===== config.mk =====
export PLATFORM = sky130hd
export DESIGN_NAME = packed_glyph_bitmap_expander
export DESIGN_NICKNAME = d
export VERILOG_FILES = /design/src/hw/rtl/pgbe_pkg.sv /design/src/hw/rtl/pgbe_front.sv /design/src/hw/rtl/pgbe_back.sv /design/src/hw/rtl/pgbe_pix_q.sv /design/src/hw/rtl/packed_glyph_bitmap_expander.sv
export SDC_FILE = /design/constraint.sdc
export NUM_CORES = 1
export LEC_CHECK = 0
export BUFFER_PORTS_ARGS = -buffer_cell sky130_fd_sc_hd__buf_2
export CORE_ASPECT_RATIO = 1.2
export CORE_MARGIN = 1
export CORE_UTILIZATION = 45
export DETAILED_ROUTE_END_ITERATION = 10
export GPL_TIMING_DRIVEN = 0
export SETUP_SLACK_MARGIN = 0.2
export SLEW_MARGIN = 10
export SYNTH_ARGS = -nofsm -noshare
export SYNTH_HDL_FRONTEND = slang
export SYNTH_HIERARCHICAL = 1
export SYNTH_SLANG_ARGS = --single-unit

===== constraint.sdc =====
create_clock -name clk -period 6.3 [get_ports clk]
set_clock_uncertainty 0.1 [all_clocks]
set_input_delay 1.575 -clock clk [delete_from_list [all_inputs] [get_ports clk]]
set_output_delay 1.575 -clock clk [all_outputs]
set_load 0.1 [all_outputs]

===== src/hw/rtl/pgbe_pkg.sv =====
`timescale 1ns / 1ps
`default_nettype none
// ----------------------------------------------------------------------------
// pgbe_pkg
// Shared constants, codes and word types of the packed glyph bitmap expander.
// ----------------------------------------------------------------------------
package pgbe_pkg;

  localparam int COORD_BITS    = 16;
  localparam int COLOR_BITS    = 16;
  localparam int OUTC_BITS     = COORD_BITS + 1;
  localparam int BG_BITS       = COLOR_BITS + 1;
  localparam int DIM_BITS      = 8;
  localparam int AREA_BITS     = 2 * DIM_BITS;
  localparam int BYTE_BITS     = 8;
  localparam int BIT_IDX_BITS  = $clog2(BYTE_BITS);
  localparam int CFG_IDX_BITS  = 1;

  localparam int ITEM_Q_DEPTH  = 2;
  localparam int ITEM_PTR_BITS = $clog2(ITEM_Q_DEPTH);
  localparam int ITEM_CNT_BITS = $clog2(ITEM_Q_DEPTH + 1);
  localparam int PIX_Q_DEPTH   = 2;
  localparam int PIX_PTR_BITS  = $clog2(PIX_Q_DEPTH);
  localparam int PIX_CNT_BITS  = $clog2(PIX_Q_DEPTH + 1);

  typedef enum logic [0:0] {
    ACT_BEGIN = 1'b0,
    ACT_BYTE  = 1'b1
  } action_t;

  typedef enum logic [CFG_IDX_BITS-1:0] {
    CFG_FOREGROUND = 1'b0,
    CFG_BACKGROUND = 1'b1
  } cfg_idx_t;

  typedef struct packed {
    logic                         is_begin;
    logic signed [COORD_BITS-1:0] origin_x;
    logic signed [COORD_BITS-1:0] origin_y;
    logic [DIM_BITS-1:0]          width;
    logic [AREA_BITS-1:0]         area;
    logic [BYTE_BITS-1:0]         bits;
  } item_t;

  typedef struct packed {
    logic  valid;
    item_t item;
  } item_head_t;

  typedef struct packed {
    logic signed [OUTC_BITS-1:0] x;
    logic signed [OUTC_BITS-1:0] y;
    logic [COLOR_BITS-1:0]       color;
    logic                        glyph_end;
    logic                        last_of_run;
  } pix_t;

endpackage
`default_nettype wire


===== src/hw/rtl/pgbe_front.sv =====
`timescale 1ns / 1ps
`default_nettype none
// ----------------------------------------------------------------------------
// pgbe_front
// Input side: takes words, sorts begin from byte words, precomputes the glyph
// pixel count and holds them in a short queue for the back end.
// ----------------------------------------------------------------------------
module pgbe_front
  import pgbe_pkg::*;
(
  input  wire logic                         clk,
  input  wire logic                         rst_n,
  input  wire logic                         push,
  output      logic                         full,
  input  wire logic                         in_action,
  input  wire logic signed [COORD_BITS-1:0] in_origin_x,
  input  wire logic signed [COORD_BITS-1:0] in_origin_y,
  input  wire logic [DIM_BITS-1:0]          in_glyph_width,
  input  wire logic [DIM_BITS-1:0]          in_glyph_height,
  input  wire logic [BYTE_BITS-1:0]         in_bitmap_byte,
  input  wire logic                         item_pop,
  output      item_head_t                   head
);

  item_t                    mem_r [ITEM_Q_DEPTH];
  logic [ITEM_PTR_BITS-1:0] wr_ptr_r, wr_ptr_nxt;
  logic [ITEM_PTR_BITS-1:0] rd_ptr_r, rd_ptr_nxt;
  logic [ITEM_CNT_BITS-1:0] cnt_r, cnt_nxt;
  item_t                    new_item;
  logic                     wr_en;
  logic                     rd_en;

  always_comb begin
    new_item          = '0;
    new_item.is_begin = (in_action == ACT_BEGIN);
    new_item.origin_x = in_origin_x;
    new_item.origin_y = in_origin_y;
    new_item.width    = in_glyph_width;
    new_item.area     = AREA_BITS'(in_glyph_width * in_glyph_height);
    new_item.bits     = in_bitmap_byte;
  end

  assign full  = (cnt_r == ITEM_CNT_BITS'(ITEM_Q_DEPTH));
  assign wr_en = push && !full;
  assign rd_en = item_pop && (cnt_r != '0);

  always_comb begin
    wr_ptr_nxt = wr_en ? wr_ptr_r + 1'b1 : wr_ptr_r;
    rd_ptr_nxt = rd_en ? rd_ptr_r + 1'b1 : rd_ptr_r;
    cnt_nxt    = cnt_r;
    if (wr_en && !rd_en) begin
      cnt_nxt = cnt_r + 1'b1;
    end else if (rd_en && !wr_en) begin
      cnt_nxt = cnt_r - 1'b1;
    end
  end

  always_ff @(posedge clk) begin
    if (wr_en) begin
      mem_r[wr_ptr_r] <= new_item;
    end
  end

  always_ff @(posedge clk) begin
    if (!rst_n) begin
      wr_ptr_r <= '0;
      rd_ptr_r <= '0;
      cnt_r    <= '0;
    end else begin
      wr_ptr_r <= wr_ptr_nxt;
      rd_ptr_r <= rd_ptr_nxt;
      cnt_r    <= cnt_nxt;
    end
  end

  assign head.valid = (cnt_r != '0);
  assign head.item  = mem_r[rd_ptr_r];

endmodule
`default_nettype wire


===== src/hw/rtl/pgbe_back.sv =====
`timescale 1ns / 1ps
`default_nettype none
// ----------------------------------------------------------------------------
// pgbe_back
// Pixel engine: holds glyph origin, size and counters, walks one bitmap bit
// per cycle unless a pixel waits on a full result queue, and produces pixel
// words; also owns the color registers.
module pgbe_back
  import pgbe_pkg::*;
(
  input  wire logic                    clk,
  input  wire logic                    rst_n,
  input  wire logic                    cfg_valid,
  input  wire logic [CFG_IDX_BITS-1:0] cfg_index,
  input  wire logic [BG_BITS-1:0]      cfg_data,
  input  wire item_head_t              head,
  output      logic                    item_pop,
  input  wire logic                    pix_full,
  output      logic                    pix_push,
  output      pix_t                    pix
);

  logic [COLOR_BITS-1:0]   fg_r;
  logic [BG_BITS-1:0]      bg_r;
  logic [COORD_BITS-1:0]   base_x_r, base_x_nxt;
  logic [COORD_BITS-1:0]   base_y_r, base_y_nxt;
  logic [DIM_BITS-1:0]     width_r, width_nxt;
  logic [DIM_BITS-1:0]     col_r, col_nxt;
  logic [DIM_BITS-1:0]     row_r, row_nxt;
  logic [AREA_BITS-1:0]    left_r, left_nxt;
  logic [BIT_IDX_BITS-1:0] bit_r, bit_nxt;

  logic                    transp;
  logic                    in_glyph;
  logic [BIT_IDX_BITS-1:0] bit_sel;
  logic                    cur_set;
  logic                    emit;
  logic                    done;
  logic                    is_byte;
  logic                    is_begin;
  logic                    step;
  logic [BYTE_BITS-1:0]    later;

  assign transp   = &bg_r;
  assign in_glyph = (left_r != '0);
  assign bit_sel  = BIT_IDX_BITS'(BYTE_BITS - 1) - bit_r;
  assign cur_set  = head.item.bits[bit_sel];
  assign emit     = in_glyph && (cur_set || !transp);
  assign done     = (bit_r == BIT_IDX_BITS'(BYTE_BITS - 1)) || (left_r <= AREA_BITS'(1));
  assign is_byte  = head.valid && !head.item.is_begin;
  assign is_begin = head.valid && head.item.is_begin;
  assign step     = is_byte && !(emit && pix_full);
  assign item_pop = is_begin || (step && done);
  assign pix_push = is_byte && emit && !pix_full;

  // later bits of this byte that still land inside the glyph and get written
  always_comb begin
    for (int j = 0; j < BYTE_BITS; j++) begin
      later[j] = (BIT_IDX_BITS'(j) > bit_r)
              && (left_r > AREA_BITS'(BIT_IDX_BITS'(j) - bit_r))
              && (head.item.bits[BYTE_BITS-1-j] || !transp);
    end
  end

  always_comb begin
    pix.x           = {base_x_r[COORD_BITS-1], base_x_r}
                    + {{(OUTC_BITS-DIM_BITS){1'b0}}, col_r};
    pix.y           = {base_y_r[COORD_BITS-1], base_y_r}
                    + {{(OUTC_BITS-DIM_BITS){1'b0}}, row_r};
    pix.color       = cur_set ? fg_r : bg_r[COLOR_BITS-1:0];
    pix.glyph_end   = (left_r == AREA_BITS'(1));
    pix.last_of_run = ~|later;
  end

  always_comb begin
    base_x_nxt = base_x_r;
    base_y_nxt = base_y_r;
    width_nxt  = width_r;
    col_nxt    = col_r;
    row_nxt    = row_r;
    left_nxt   = left_r;
    bit_nxt    = bit_r;
    if (is_begin) begin
      base_x_nxt = head.item.origin_x;
      base_y_nxt = head.item.origin_y;
      width_nxt  = head.item.width;
      col_nxt    = '0;
      row_nxt    = '0;
      left_nxt   = head.item.area;
      bit_nxt    = '0;
    end else if (step) begin
      if (in_glyph) begin
        left_nxt = left_r - 1'b1;
        if (({1'b0, col_r} + 1'b1) >= {1'b0, width_r}) begin
          col_nxt = '0;
          row_nxt = row_r + 1'b1;
        end else begin
          col_nxt = col_r + 1'b1;
        end
      end
      bit_nxt = done ? '0 : bit_r + 1'b1;
    end
  end

  always_ff @(posedge clk) begin
    if (!rst_n) begin
      fg_r     <= '1;
      bg_r     <= '1;
      base_x_r <= '0;
      base_y_r <= '0;
      width_r  <= '0;
      col_r    <= '0;
      row_r    <= '0;
      left_r   <= '0;
      bit_r    <= '0;
    end else begin
      base_x_r <= base_x_nxt;
      base_y_r <= base_y_nxt;
      width_r  <= width_nxt;
      col_r    <= col_nxt;
      row_r    <= row_nxt;
      left_r   <= left_nxt;
      bit_r    <= bit_nxt;
      if (cfg_valid) begin
        case (cfg_idx_t'(cfg_index))
          CFG_FOREGROUND: fg_r <= cfg_data[COLOR_BITS-1:0];
          CFG_BACKGROUND: bg_r <= cfg_data;
          default: ;
        endcase
      end
    end
  end

endmodule
`default_nettype wire


===== src/hw/rtl/pgbe_pix_q.sv =====
`timescale 1ns / 1ps
`default_nettype none
// ----------------------------------------------------------------------------
// pgbe_pix_q
// Result queue: parts the pixel engine from the receiver so that a stalled
// receiver does not hold up the engine at once.
// ----------------------------------------------------------------------------
module pgbe_pix_q
  import pgbe_pkg::*;
(
  input  wire logic clk,
  input  wire logic rst_n,
  input  wire logic push,
  input  wire pix_t pix_in,
  output      logic full,
  input  wire logic pop,
  output      logic empty,
  output      pix_t pix_out
);

  pix_t                    mem_r [PIX_Q_DEPTH];
  logic [PIX_PTR_BITS-1:0] wr_ptr_r, wr_ptr_nxt;
  logic [PIX_PTR_BITS-1:0] rd_ptr_r, rd_ptr_nxt;
  logic [PIX_CNT_BITS-1:0] cnt_r, cnt_nxt;
  logic                    wr_en;
  logic                    rd_en;

  assign full  = (cnt_r == PIX_CNT_BITS'(PIX_Q_DEPTH));
  assign empty = (cnt_r == '0);
  assign wr_en = push && !full;
  assign rd_en = pop && !empty;

  always_comb begin
    wr_ptr_nxt = wr_en ? wr_ptr_r + 1'b1 : wr_ptr_r;
    rd_ptr_nxt = rd_en ? rd_ptr_r + 1'b1 : rd_ptr_r;
    cnt_nxt    = cnt_r;
    if (wr_en && !rd_en) begin
      cnt_nxt = cnt_r + 1'b1;
    end else if (rd_en && !wr_en) begin
      cnt_nxt = cnt_r - 1'b1;
    end
  end

  always_ff @(posedge clk) begin
    if (wr_en) begin
      mem_r[wr_ptr_r] <= pix_in;
    end
  end

  always_ff @(posedge clk) begin
    if (!rst_n) begin
      wr_ptr_r <= '0;
      rd_ptr_r <= '0;
      cnt_r    <= '0;
    end else begin
      wr_ptr_r <= wr_ptr_nxt;
      rd_ptr_r <= rd_ptr_nxt;
      cnt_r    <= cnt_nxt;
    end
  end

  assign pix_out = mem_r[rd_ptr_r];

endmodule
`default_nettype wire


===== src/hw/rtl/packed_glyph_bitmap_expander.sv =====
`timescale 1ns / 1ps
`default_nettype none
// ----------------------------------------------------------------------------
// packed_glyph_bitmap_expander
// Expands a packed 1 bpp glyph bitmap into pixel writes.
//
// Input words go in with push while full is low. A begin word (action 0)
// loads origin and size; each byte word (action 1) gives up to eight pixels,
// MSB first, in raster order. Pixel words come out while empty is low and
// are taken with pop. Colors are set through the cfg port (index 0
// foreground, index 1 background, all ones = transparent); cfg_ready is
// always high and writes are meant for an idle block.
// While the result queue has room the engine walks one bitmap bit per cycle:
// a byte word runs to its last bit or stops early when the glyph ends inside
// it; a begin word or a byte past the glyph is taken without walking its bits.
// In an idle block the first pixel of a byte can reach the result queue on
// the next edge after the one that accepts it. With room there, the sustained
// rate is one pixel per cycle, set by the single-bit engine step. When pop
// stays low, the 2-word result queue fills, the engine holds its bit position
// and the 2-word input queue then raises full. Reset empties both queues,
// clears origin, size and counters, and sets both colors to all ones.
// ----------------------------------------------------------------------------
module packed_glyph_bitmap_expander
  import pgbe_pkg::*;
(
  input  wire logic                         clk,
  input  wire logic                         rst_n,
  input  wire logic                         cfg_valid,
  output      logic                         cfg_ready,
  input  wire logic [CFG_IDX_BITS-1:0]      cfg_index,
  input  wire logic [BG_BITS-1:0]           cfg_data,
  input  wire logic                         push,
  output      logic                         full,
  input  wire logic                         in_action,
  input  wire logic signed [COORD_BITS-1:0] in_origin_x,
  input  wire logic signed [COORD_BITS-1:0] in_origin_y,
  input  wire logic [DIM_BITS-1:0]          in_glyph_width,
  input  wire logic [DIM_BITS-1:0]          in_glyph_height,
  input  wire logic [BYTE_BITS-1:0]         in_bitmap_byte,
  output      logic                         empty,
  input  wire logic                         pop,
  output      logic signed [OUTC_BITS-1:0]  out_pixel_x,
  output      logic signed [OUTC_BITS-1:0]  out_pixel_y,
  output      logic [COLOR_BITS-1:0]        out_pixel_color,
  output      logic                         out_glyph_end,
  output      logic                         out_last_of_run
);

  item_head_t head;
  logic       item_pop;
  logic       pix_full;
  logic       pix_push;
  pix_t       pix;
  pix_t       pix_out;

  assign cfg_ready = 1'b1;

  pgbe_front u_front (
    .clk             (clk),
    .rst_n           (rst_n),
    .push            (push),
    .full            (full),
    .in_action       (in_action),
    .in_origin_x     (in_origin_x),
    .in_origin_y     (in_origin_y),
    .in_glyph_width  (in_glyph_width),
    .in_glyph_height (in_glyph_height),
    .in_bitmap_byte  (in_bitmap_byte),
    .item_pop        (item_pop),
    .head            (head)
  );

  pgbe_back u_back (
    .clk       (clk),
    .rst_n     (rst_n),
    .cfg_valid (cfg_valid),
    .cfg_index (cfg_index),
    .cfg_data  (cfg_data),
    .head      (head),
    .item_pop  (item_pop),
    .pix_full  (pix_full),
    .pix_push  (pix_push),
    .pix       (pix)
  );

  pgbe_pix_q u_pix_q (
    .clk     (clk),
    .rst_n   (rst_n),
    .push    (pix_push),
    .pix_in  (pix),
    .full    (pix_full),
    .pop     (pop),
    .empty   (empty),
    .pix_out (pix_out)
  );

  assign out_pixel_x     = pix_out.x;
  assign out_pixel_y     = pix_out.y;
  assign out_pixel_color = pix_out.color;
  assign out_glyph_end   = pix_out.glyph_end;
  assign out_last_of_run = pix_out.last_of_run;

endmodule
`default_nettype wire


==> reports/metrics.sh, run 1 <==
RUN_STATUS='finished, final reports clean'
HOLD_BUFFERS=0
CRITPATHREQUIREDTIME_NS=6.53
CLOCK-SINKS=352
CRIT_CHAIN='buf_2 -> nand2_1 -> fa_1 -> fa_1 -> inv_1 -> fa_1 -> inv_1 -> fa_1 -> inv_1 -> ha_1 -> a21oi_2 -> a31oi_1 -> o31a_2 -> xor2_1'
MAX_SLEW.WORST_PIN.SLEW_NS=0.980
SYNTH.NET_COUNT=1968
NUMBER_OF_BUFFERS_CREATED_BY_CTS=36
DIE_WIDTH_UM=190
GRT_ANTENNA_BEFORE_REPAIR=0
PRE_CTS_SLACK_NS=0.383
AVGVIACOUNTPERCELL=5.38
CLK_ROOT_BUFFER_CELL='clkbuf_16'
CORE.ROWCOUNT=82
HTREEDEPTH=2
TIMING.FINAL.CRIT_SHARE_PCT=85.1
ANTENNADIODECOUNT=0
SYNTH.LARGEST_AREA_CELL='edfxtp_1'
FINAL_COMMON_CELL='edfxtp_1'
TOTALNEGATIVESETUPSLACK_NS=0
POST_SYNTH_NUM_CELL_TYPES=79
DESIGN.DIE.AREA_UM2=43400
WORST_SETUP_PATH_START_KIND='input pin'
CLOCKBUFFERDEPTH=3
FINAL_ANT_VIOL_NETS=0
POST_CTS_GATE_RESIZE_COUNT=0
SYN-INSTANCE-COUNT=1690
TOTAL_TRACK_USAGE_PCT=20.0
GRT_SETUP_UNREPAIRED='no'
END_KIND='flip-flop'
GRT_PASS1_VIAS=13100
IO-PIN-COUNT=135
WORST_PATH_MOST_REPEATED_CELL='fa_1'
IRDROPWORSTVDD_V=0.000481
FP.COREAREA_UM2=41900
TOTAL_LEAKAGE_POWER_nW=8.66
FLOORPLAN.DIE.HEIGHT_UM=228
REPORT.FINAL.HOLD_VIOL_COUNT=0
POST_SYNTH_MAIN_AREA_CONTRIBUTORS='edfxtp_1, dfxtp_1, ha_1'
CLOCK_INPUT_TRANSITION_AT_THE_SEQUENTIAL_CELLS_OF_THE_WORST_SETUP_AND_HOLD_PATHS_NS=0.06
FIRST_PASS_DRT_ITERATIONS=5
GLOBALPLACE.CONGESTION=0.839
SYNTH-SEQ-CELLS=352
SIGNED_AREA_CHANGE_FROM_THE_SYNTHESIZED_NETLIST_TO_THE_FINAL_LAYOUT_PCT=13.8
WHS_NS=0.368
DR_TOTAL_VIAS=13100
POST_SYNTH_INSTANCE_AREA_UM2=19200
NUMPORTBUFFERS=133
SYNTH.YOSYS.SEQ_AREA_SHARE_PCT=49.0
CRITICAL_PATH_CLASS='input pin to flip-flop'
DRT_WL_TOTAL_MM=42.9
ROUTE.DETAILED.DRC=0
YOSYSTOPAREACELLSHARE_PCT=36.7
DPL.HPWL_MM=31.4
TRITONCTS='yes'
CRIT_SLOWEST_CELL='fa_1'
ROUTEDWLPERCELL_UM=17.6
WORST_SLACK_NS=0.937
SLOWEST_DELAY_NS=0.54
FMAX_MHz=186
CLOCK_LATENCY_NS=0.53
HOLD_DEPTH=2
TIMING_MAX_TRANSITION_VIOLATIONS_FINAL=0
CRIT_ARRIVAL_NS=5.59
WORSTREGTOREGCELLS=11
PEAK_FANOUT_ALONG_THE_CRITICAL_PATH=10
LAYOUT_MIN_CYCLE_TIME_NS=5.36
POWER.TOTAL_mW=10.4
FLOORPLAN.INITIALDENSITY_PCT=45.8
SYNTH.YOSYS.WARNINGS=6
YS.FLOP_TYPE='edfxtp_1'
TIGHTEST_SLEW_MARGIN_RELATIVE_TO_THE_LIMIT_PCT=34.6
SYNTH.AVG_CELL_AREA_UM2=11.3
SETUP.REG_TO_REG.WORST_SLACK_NS=1.74
GRT_FIRST_PASS_WIRELENGTH_MM=69.0
SYNTH-EDFF-COUNT=234
P_PER_AREA_nW_PER_UM2=478
LAYOUT.CELLS.MOST_COMMON_LIST='edfxtp_1, nand2_1, ha_1'
FINALNETCOUNT=2146
SETUP-VIOLATIONS-FINAL=0
TIMING.MAX_CAP.VIOLATIONS=0
SYNTH-ASYNC-RESET-RATIO_PCT=0
DRIVE_ABOVE_1_SHARE_PCT=19.3
CTS.REPAIR_TIMING.SETUP_BUFFER_COUNT=0
TIMING.HOLD.WORST.CLASS='flip-flop to flip-flop'
DRT_ITER0_DRC=636
GRT_MAX_DEGREE=53
GRT-OVFL-TOTAL=0
metal layers:
layer	vias to the layer above	part of all wire (%)	track usage [%]
met2	246	50	34.9
met1	6398	44	25.7
met3	69	3.5	2.46
li1	6429	-	-
met4	0	2.7	6.45
met5	-	0	0
area by class of cell:
class	count	area [µm²]
Buffer	52	225
Clock buffer	52	1010
Clock inverter	14	111
Fill cell	3677	20000
Inverter	105	394
Multi-Input combinational cell	1181	9190
Sequential cell	352	9390
Tap cell	546	683
Timing Repair Buffer	140	826
through the flow:
step / area [µm²] / instances / utilization [%]
4_1_cts: 21800 / 2442 / 52.1
3_5_place_dp: 20700 / 2376 / 49.5
2_1_floorplan: 19200 / 1690 / -
5_1_grt: 21800 / 2442 / 52.1
3_3_place_gp: 20500 / 2369 / 49.0
6_report: 21800 / 2442 / 52.1
cell families (layout without fill, tap and decap cells):
group	count (synthesis)	in the layout	share of synthesized area, %
muxes	137	137	8.22
other	1	1	0.0196
AOI/OAI and AO/OA	269	269	9.09
DFF	352	352	49.0
adders and majority gates	198	198	14.4
and+or+nand+nor	514	514	13.2
buffers and inverters	157	363	3.23
xor gates and xnor gates	62	62	2.83
sequential cells by signal, summed over array words and instances (netlist names), named ones only:
name and flops:
u_pix_q/rd_ptr_r 1, u_back/left_r 16, u_front/rd_ptr_r 1, u_pix_q/mem_r 104, u_pix_q/wr_ptr_r 1, u_back/row_r 8, u_back/col_r 8, u_back/bit_r 3
u_front/mem_r 130, u_front/cnt_r 2, u_pix_q/cnt_r 2, u_front/wr_ptr_r 1, u_back/bg_r 17, u_back/base_x_r 16, u_back/fg_r 16, u_back/base_y_r 16
u_back/width_r 8
worst max-delay path: cells and delay by family:
family,cells,cell delay [ns]
AND/OR/NAND/NOR,1,0.10
adder cells (fa/ha/maj),5,2.49
buffers and inverters,4,0.35
AO/OA/AOI/OAI,3,0.81
XOR/XNOR,1,0.25
where the power goes:
group	switching [mW]	internal [mW]
Clock	0.878	1.16
Combinational	3.27	1.69
Sequential	0.341	3.08
Total	4.49	5.93
cells in the mapped netlist (7+ instances only):
master	count
nand2b_1	11
edfxtp_1	234
o21ai_0	47
nor2_1	36
nand3_1	72
nor4_1	9
a21o_1	18
xor2_1	25
mux2_2	133
nand4_1	20
and3_1	19
a21boi_0	44
a31oi_1	8
nor2b_1	9
o21bai_1	7
inv_1	104
clkbuf_1	39
nor3_1	12
o21a_1	7
and2_1	67
fa_1	38
xnor2_1	37
nand2_1	220
a21oi_1	82
dfxtp_1	118
ha_1	160
o211ai_1	8
final timing paths:
kind / startpoint / to
worst min-delay path: u_back/fg_r[15] / u_back/fg_r[15]
worst max-delay path: in_glyph_width[0] / u_front/mem_r[0][20]
worst min register to register: u_back/fg_r[15] / u_back/fg_r[15]
worst max register to register: u_back/bit_r[2] / u_pix_q/mem_r[0][0]
(Power assumes the default switching activity.)
==> inputs of run 2 (changes only) <==
BUFFER_PORTS_ARGS = -buffer_cell sky130_fd_sc_hd__buf_4   (was -buffer_cell sky130_fd_sc_hd__buf_2)
==> run 2 against run 1 <==
Total power grew 1.2%. Wire length grew 0.76%. Sequential power is essentially flat. Sequential share of layout area shrank 0.73 points. Die area is the same. Count of clock-buffer cells in the layout grew 2. First-iteration DRC count shrank 19%. Utilization grew 0.90 points. Final cell count is essentially flat. Critical endpoint is now u_front/mem_r[1][23]. Largest power group unchanged. Highest routed layer unchanged.
==> reports/metrics.sh, run 2 (synthesis results as in run 1) <==
FIRST_PASS_DRT_ITERATIONS=5  # unchanged
POST_CTS_GATE_RESIZE_COUNT=0  # unchanged
TOTALNEGATIVESETUPSLACK_NS=0  # unchanged
AVGVIACOUNTPERCELL=5.37  # -0.22%
REGISTERS_WITH_THE_MOST_FLIP_FLOPS='u_front/mem_r: 130 flops, u_pix_q/mem_r: 104 flops, u_back/bg_r: 17 flops'
FINAL_ANT_VIOL_NETS=0  # unchanged
REPORT.FINAL.HOLD_VIOL_COUNT=0  # unchanged
TIMING.HOLD.WORST.CLASS='flip-flop to flip-flop'
MULTIINPUTGATEAREA_UM2=9190  # unchanged
CRIT_ARRIVAL_NS=5.46  # -0.13 ns
FLOORPLAN.INITIALDENSITY_PCT=45.8  # unchanged
P_PER_AREA_nW_PER_UM2=475  # -0.48%
CLOCKBUFFERDEPTH=3  # unchanged
HOLD_BUFFERS=0  # unchanged
FINALNETCOUNT=2147  # +0.047%
FINAL.FILL_COUNT=3723  # +1.3%
GRT_MAX_DEGREE=53  # unchanged
GRT_SETUP_UNREPAIRED='no'
CORE.ROWCOUNT=82  # unchanged
LAYOUT.CELLS.MOST_COMMON_LIST='edfxtp_1, nand2_1, ha_1'
DRIVE_ABOVE_1_SHARE_PCT=19.4  # +0.16 points
TOTAL_TRACK_USAGE_PCT=20.2  # +0.20 points
FMAX_MHz=189  # +1.3%
FINAL_COMMON_CELL='edfxtp_1'
NUMPORTBUFFERS=133  # unchanged
TIMING.MAX_CAP.VIOLATIONS=0  # unchanged
FP.COREAREA_UM2=41900  # unchanged
RUN_STATUS='finished, final reports clean'
PEAK_FANOUT_ALONG_THE_CRITICAL_PATH=10  # unchanged
DR_TOTAL_VIAS=13100  # -0.18%
CRITPATHREQUIREDTIME_NS=6.46  # -0.07 ns
TIMING.FINAL.CRIT_SHARE_PCT=84.1  # -1.1 points
TOTAL_LEAKAGE_POWER_nW=8.82  # +1.8%
GRT-OVFL-TOTAL=0  # unchanged
ROUTE.DETAILED.DRC=0  # unchanged
END_KIND='flip-flop'
DRT_WL_TOTAL_MM=43.3  # +0.76%
LARGEST_REGISTER_FF_COUNT=130  # unchanged
DRT_ITER0_DRC=514  # -19%
TIMING_MAX_TRANSITION_VIOLATIONS_FINAL=0  # unchanged
FINISH.CELL_COUNT_WITHOUT_FILLERS=2443  # +0.041%
CLOCK_INPUT_TRANSITION_AT_THE_SEQUENTIAL_CELLS_OF_THE_WORST_SETUP_AND_HOLD_PATHS_NS=0.06  # about the same
WHS_NS=0.368  # +0.000100 ns
DESIGN.DIE.AREA_UM2=43400  # unchanged
FLOORPLAN.DIE.HEIGHT_UM=228  # unchanged
NUMBER_OF_BUFFERS_CREATED_BY_CTS=36  # unchanged
POWER.TOTAL_mW=10.6  # +1.2%
GLOBALPLACE.CONGESTION=0.860  # +2.5%
CTS.REPAIR_TIMING.SETUP_BUFFER_COUNT=0  # unchanged
AREA_OF_ALL_SEQUENTIAL_STANDARD_CELLS_UM2=9390  # unchanged
GRT_ANTENNA_BEFORE_REPAIR=1  # +1
CLOCK_LATENCY_NS=0.53  # about the same
TRITONCTS='yes'
CLK_ROOT_BUFFER_CELL='clkbuf_16'
SETUP-VIOLATIONS-FINAL=0  # unchanged
CLOCK-SINKS=352  # unchanged
MAX_FLOP_REGISTER='u_front/mem_r'
HTREEDEPTH=2  # unchanged
IO-PIN-COUNT=135  # unchanged
GRT_FIRST_PASS_WIRELENGTH_MM=69.6  # +0.83%
WORST_SETUP_PATH_START_KIND='input pin'
DIE_WIDTH_UM=190  # unchanged
DPL.HPWL_MM=31.7  # +0.80%
POST-PLACE-CELLS=2377  # +0.042%
CRITICAL_PATH_CLASS='input pin to flip-flop'
TIGHTEST_SLEW_MARGIN_RELATIVE_TO_THE_LIMIT_PCT=38.6  # +4.0 points
LAYOUT_MIN_CYCLE_TIME_NS=5.30  # -0.0669 ns
IRDROPWORSTVDD_V=0.000412  # -14%
ROUTEDWLPERCELL_UM=17.7  # +0.72%
MAX_SLEW.WORST_PIN.SLEW_NS=0.921  # -0.0597 ns
SIGNED_AREA_CHANGE_FROM_THE_SYNTHESIZED_NETLIST_TO_THE_FINAL_LAYOUT_PCT=15.8
GRT_PASS1_VIAS=13300  # +1.5%
==> run 2: changes by cell type in the layout (fill, tap and decap cells not counted), sizes merged <==
| cell | before | now |
|---|---|---|
| clkinvlp | 3 | 0 |
| inv | 105 | 107 |
| buf | 153 | 154 |
| diode | 0 | 1 |
| clkbuf | 91 | 93 |
| clkinv | 10 | 8 |
==> run 2: through the flow <==
stage | worst slack (ns) | area [µm²] | util [%]
global placement | -0.878 | 20900 | 49.8
global route | 0.769 | 22200 | 53.0
CTS | 0.993 | 22200 | 53.0
floorplan | 0.885 | 19200 | -
detailed placement | 0.457 | 21000 | 50.3
finish | 1.00 | 22200 | 53.0
==> run 2: critical path: stages <==
cell and delay, ns:
buf_4 0.16, and2_1 0.16, fa_1 0.54, inv_1 0.05, fa_1 0.48, fa_1 0.55
inv_1 0.05, fa_1 0.47, ha_1 0.38, a21o_1 0.18, a21o_1 0.22, a311o_1 0.37
o22ai_1 0.15, xnor2_1 0.12
==> run 2: per-layer routing <==
metal / up-vias / track usage, % / wire, µm / share of wire, %
met2: 199 / 36.4 / 22100 / 51
met4: 0 / 6.13 / 882 / 2.0
met3: 50 / 2.49 / 1300 / 3.0
met5: - / 0 / 0 / 0
met1: 6428 / 25.1 / 18900 / 44
li1: 6441 / - / - / -
==> run 2: final cells by class <==
| type | instances | area share, % |
|---|---|---|
| Antenna cell | 1 | 0.0113 |
| Sequential cell | 352 | 42.3 |
| Timing Repair Buffer | 141 | 5.23 |
| Buffer | 52 | 1.01 |
| Tap cell | 546 | 3.08 |
| Inverter | 105 | 1.78 |
| Clock buffer | 54 | 4.79 |
| Clock inverter | 11 | 0.428 |
| Multi-Input combinational cell | 1181 | 41.4 |
==> run 2: report_power, final <==
| group | internal, mW | switching [mW] |
|---|---|---|
| Clock | 1.21 | 0.872 |
| Combinational | 1.78 | 3.26 |
| Sequential | 3.08 | 0.340 |
==> run 2: final timing paths <==
| check | start | endpoint | slack (ns) | cells past startpoint |
|---|---|---|---|---|
| max | in_glyph_width[5] | u_front/mem_r[1][23] | 1.00 | 14 |
| max reg2reg | u_back/bit_r[2] | u_pix_q/mem_r[1][0] | 1.69 | 11 |
| min | u_back/width_r[1] | u_back/width_r[1] | 0.37 | 2 |
| min reg2reg | u_back/width_r[1] | u_back/width_r[1] | 0.37 | 2 |
==> inputs of run 3 (changes only) <==
clock period = 4.45 ns   (was 6.3 ns; I/O delays follow)
==> run 3 against run 2 <==
Sequential power up 42%. Wire length rose by 1.2%. Register-to-register slack got worse by 1.3 ns. Combinational power is 50% higher. First-iteration DRC count fell by 0.39%. Utilization grew 1.5 points. Worst setup slack worse by 0.93 ns. Total power is 48% higher. Cell area grew 2.9%. Critical path depth fell by 1. Clock power rose by 53%. Sequential share of layout area fell by 1.2 points. Highest routed layer unchanged.
==> reports/metrics.sh, run 3 (synthesis results as in run 1) <==
RUN_STATUS='finished, final reports clean'
TIMING.FINAL.CRIT_SHARE_PCT=98.3
TOTAL_LEAKAGE_POWER_nW=9.03  # +2.5%
PEAK_FANOUT_ALONG_THE_CRITICAL_PATH=5  # -5
WHS_ENDPOINT='u_back/fg_r[9]'
GRT_FIRST_PASS_WIRELENGTH_MM=69.9  # +0.45%
LAYOUT.CELLS.MOST_COMMON_LIST='edfxtp_1, nand2_1, ha_1'
TOTALNEGATIVESETUPSLACK_NS=0  # unchanged
FLOORPLAN.DIE.HEIGHT_UM=228  # unchanged
END_KIND='flip-flop'
AVGVIACOUNTPERCELL=5.37  # about the same
NUMPORTBUFFERS=133  # unchanged
CRITPATHREQUIREDTIME_NS=4.61  # -1.85 ns
TIMING.MAX_CAP.VIOLATIONS=0  # unchanged
DPL.HPWL_MM=31.9  # +0.63%
FP.COREAREA_UM2=41900  # unchanged
CLOCK_LATENCY_NS=0.53  # about the same
GRT_PASS1_VIAS=13400  # +1.2%
SIGNED_AREA_CHANGE_FROM_THE_SYNTHESIZED_NETLIST_TO_THE_FINAL_LAYOUT_PCT=19.2
CRIT_ARRIVAL_NS=4.54  # -0.92 ns
CORE.ROWCOUNT=82  # unchanged
HOLD_BUFFERS=0  # unchanged
WORSTREG2REGSTART='u_back/bit_r[2]'
FINALNETCOUNT=2163  # +0.75%
MAX_FLOP_REGISTER='u_front/mem_r'
GRT_MAX_DEGREE=53  # unchanged
CP_NUM_BUF_INV=3  # unchanged
SETUP-VIOLATIONS-FINAL=0  # unchanged
HTREEDEPTH=2  # unchanged
DIE_WIDTH_UM=190  # unchanged
CLOCKBUFFERDEPTH=3  # unchanged
DRIVE_ABOVE_1_SHARE_PCT=23.0  # +3.6 points
P_PER_AREA_nW_PER_UM2=682  # +44%
WORST_PATH_DOMINANT_CELL_FAMILY='adder cells'
SLOWEST_DELAY_NS=0.56  # about the same
CLK_ROOT_BUFFER_CELL='clkbuf_16'
LAYOUT_MIN_CYCLE_TIME_NS=4.38
SETUP.REG_TO_REG.WORST_SLACK_NS=0.42  # -1.27 ns
MIN-DELAY-START='u_back/fg_r[9]'
CLOCK_INPUT_TRANSITION_AT_THE_SEQUENTIAL_CELLS_OF_THE_WORST_SETUP_AND_HOLD_PATHS_NS=0.06  # about the same
ROUTEDWLPERCELL_UM=17.8  # +0.50%
REPORT.FINAL.HOLD_VIOL_COUNT=0  # unchanged
TOTAL_TRACK_USAGE_PCT=20.3  # +0.070 points
FINAL_CORE_UTIL_PCT=54.6  # +1.5 points
DR_TOTAL_VIAS=13200  # +0.61%
FMAX_MHz=229
WORST_SETUP_PATH_START_KIND='input pin'
ROUTE.DETAILED.DRC=0  # unchanged
FIRST_PASS_DRT_ITERATIONS=4  # -1
GRT_SETUP_UNREPAIRED='yes'
CRIT_CHAIN='buf_12 -> and2_4 -> fa_1 -> inv_1 -> fa_1 -> fa_1 -> inv_2 -> fa_2 -> ha_4 -> a21o_1 -> a21o_1 -> o31a_2 -> xor2_2'
WORST_PATH_MOST_REPEATED_CELL='fa_1'
TIMING.HOLD.WORST.CLASS='flip-flop to flip-flop'
CLOCK-SINKS=352  # unchanged
RR_ENDPOINT='u_pix_q/mem_r[1][0]'
TRITONCTS='yes'
LARGEST_REGISTER_FF_COUNT=130  # unchanged
DESIGN.DIE.AREA_UM2=43400  # unchanged
ANTENNADIODECOUNT=0  # -1
CRITPATHLAUNCH='in_glyph_width[6]'
FINAL_COMMON_CELL='edfxtp_1'
HOLD_DEPTH=2  # unchanged
WORSTREGTOREGCELLS=11  # unchanged
DRT_WL_TOTAL_MM=43.8  # +1.2%
CRIT_SLOWEST_CELL='fa_1'
IRDROPWORSTVDD_V=0.000643  # +56%
GLOBALPLACE.CONGESTION=0.825  # -4.1%
CRITICAL_PATH_CLASS='input pin to flip-flop'
FLOORPLAN.INITIALDENSITY_PCT=45.8  # unchanged
DRT_ITER0_DRC=512  # -0.39%
FINAL_ANT_VIOL_NETS=0  # unchanged
MAX_SLEW.WORST_PIN.SLEW_NS=0.919  # -0.00196 ns
TIGHTEST_SLEW_MARGIN_RELATIVE_TO_THE_LIMIT_PCT=38.3  # -0.34 points
NUMBER_OF_BUFFERS_CREATED_BY_CTS=36  # unchanged
IO-PIN-COUNT=135  # unchanged
GRT_ANTENNA_BEFORE_REPAIR=0  # -1
TIMING_MAX_TRANSITION_VIOLATIONS_FINAL=0  # unchanged
REGISTERS_WITH_THE_MOST_FLIP_FLOPS='u_front/mem_r: 130 flops, u_pix_q/mem_r: 104 flops, u_back/bg_r: 17 flops'
GRT-OVFL-TOTAL=0  # unchanged
## run 3: per-stage QoR
stage | instances | worst slack, ns | power, mW | area [µm²] | hold WS [ns]
after global routing | 2459 | 0.0130 | 16.5 | 22800 | 0.392
after CTS | 2457 | 0.0542 | 15.7 | 22800 | 0.367
after global placement | 2369 | -0.832 | 12.0 | 21000 | 0.348
after detailed placement | 2376 | -0.588 | 12.3 | 21200 | 0.352
final | 2459 | 0.0749 | 15.6 | 22800 | 0.365
after floorplan | 1690 | -0.165 | 10.3 | 19300 | 0.337
## run 3: what timing repair did
| item | 4_1_cts | 5_1_grt |
|---|---|---|
| pin swaps | 25 | 9 |
| hold endpoints to repair | 0 | 0 |
| setup buffers | 14 | 2 |
| resized for setup | 51 | 20 |
| setup endpoints to repair | 16 | 32 |
| gates cloned | 1 | 0 |
## run 3: layout make-up
| type | count | area [µm²] |
|---|---|---|
| Sequential cell | 352 | 9390 |
| Tap cell | 546 | 683 |
| Timing Repair Buffer | 156 | 1410 |
| Clock buffer | 45 | 987 |
| Buffer | 52 | 228 |
| Inverter | 105 | 398 |
| Clock inverter | 21 | 270 |
| Multi-Input combinational cell | 1181 | 9460 |
| Timing Repair inverter | 1 | 7.51 |
| Fill cell | 3675 | 19000 |
## run 3: how the worst max path moves through the flow
stage | end | slack, ns | depth (start not counted)
2_1_floorplan | u_front/mem_r[0][23] | -0.16 | 13
3_3_place_gp | u_pix_q/mem_r[0][43] | -0.83 | 8
3_5_place_dp | u_front/mem_r[1][23] | -0.59 | 14
4_1_cts | u_front/mem_r[0][20] | 0.05 | 13
5_1_grt | u_front/mem_r[1][20] | 0.01 | 13
6_report | u_front/mem_r[1][20] | 0.07 | 13
## run 3: per-layer routing
layer	vias to the layer above	track usage (%)	part of all wire [%]
met5	-	0	0
met4	0	6.53	2.7
met3	74	2.62	4.0
met2	240	36.3	51
met1	6411	25.1	43
li1	6473	-	-
## run 3: tightest hold or removal path, stage by stage, from the launching register on
cell     delay (ns)
dfxtp_1        0.32
nand2_1        0.05
nand3_1        0.06
## run 3: where the power goes
group / internal [mW] / leakage [nW] / total, mW / switching (mW)
clock network: 1.93 / 0.614 / 3.19 / 1.26
registers: 4.36 / 3.13 / 4.84 / 0.478
logic: 2.78 / 5.29 / 7.55 / 4.77
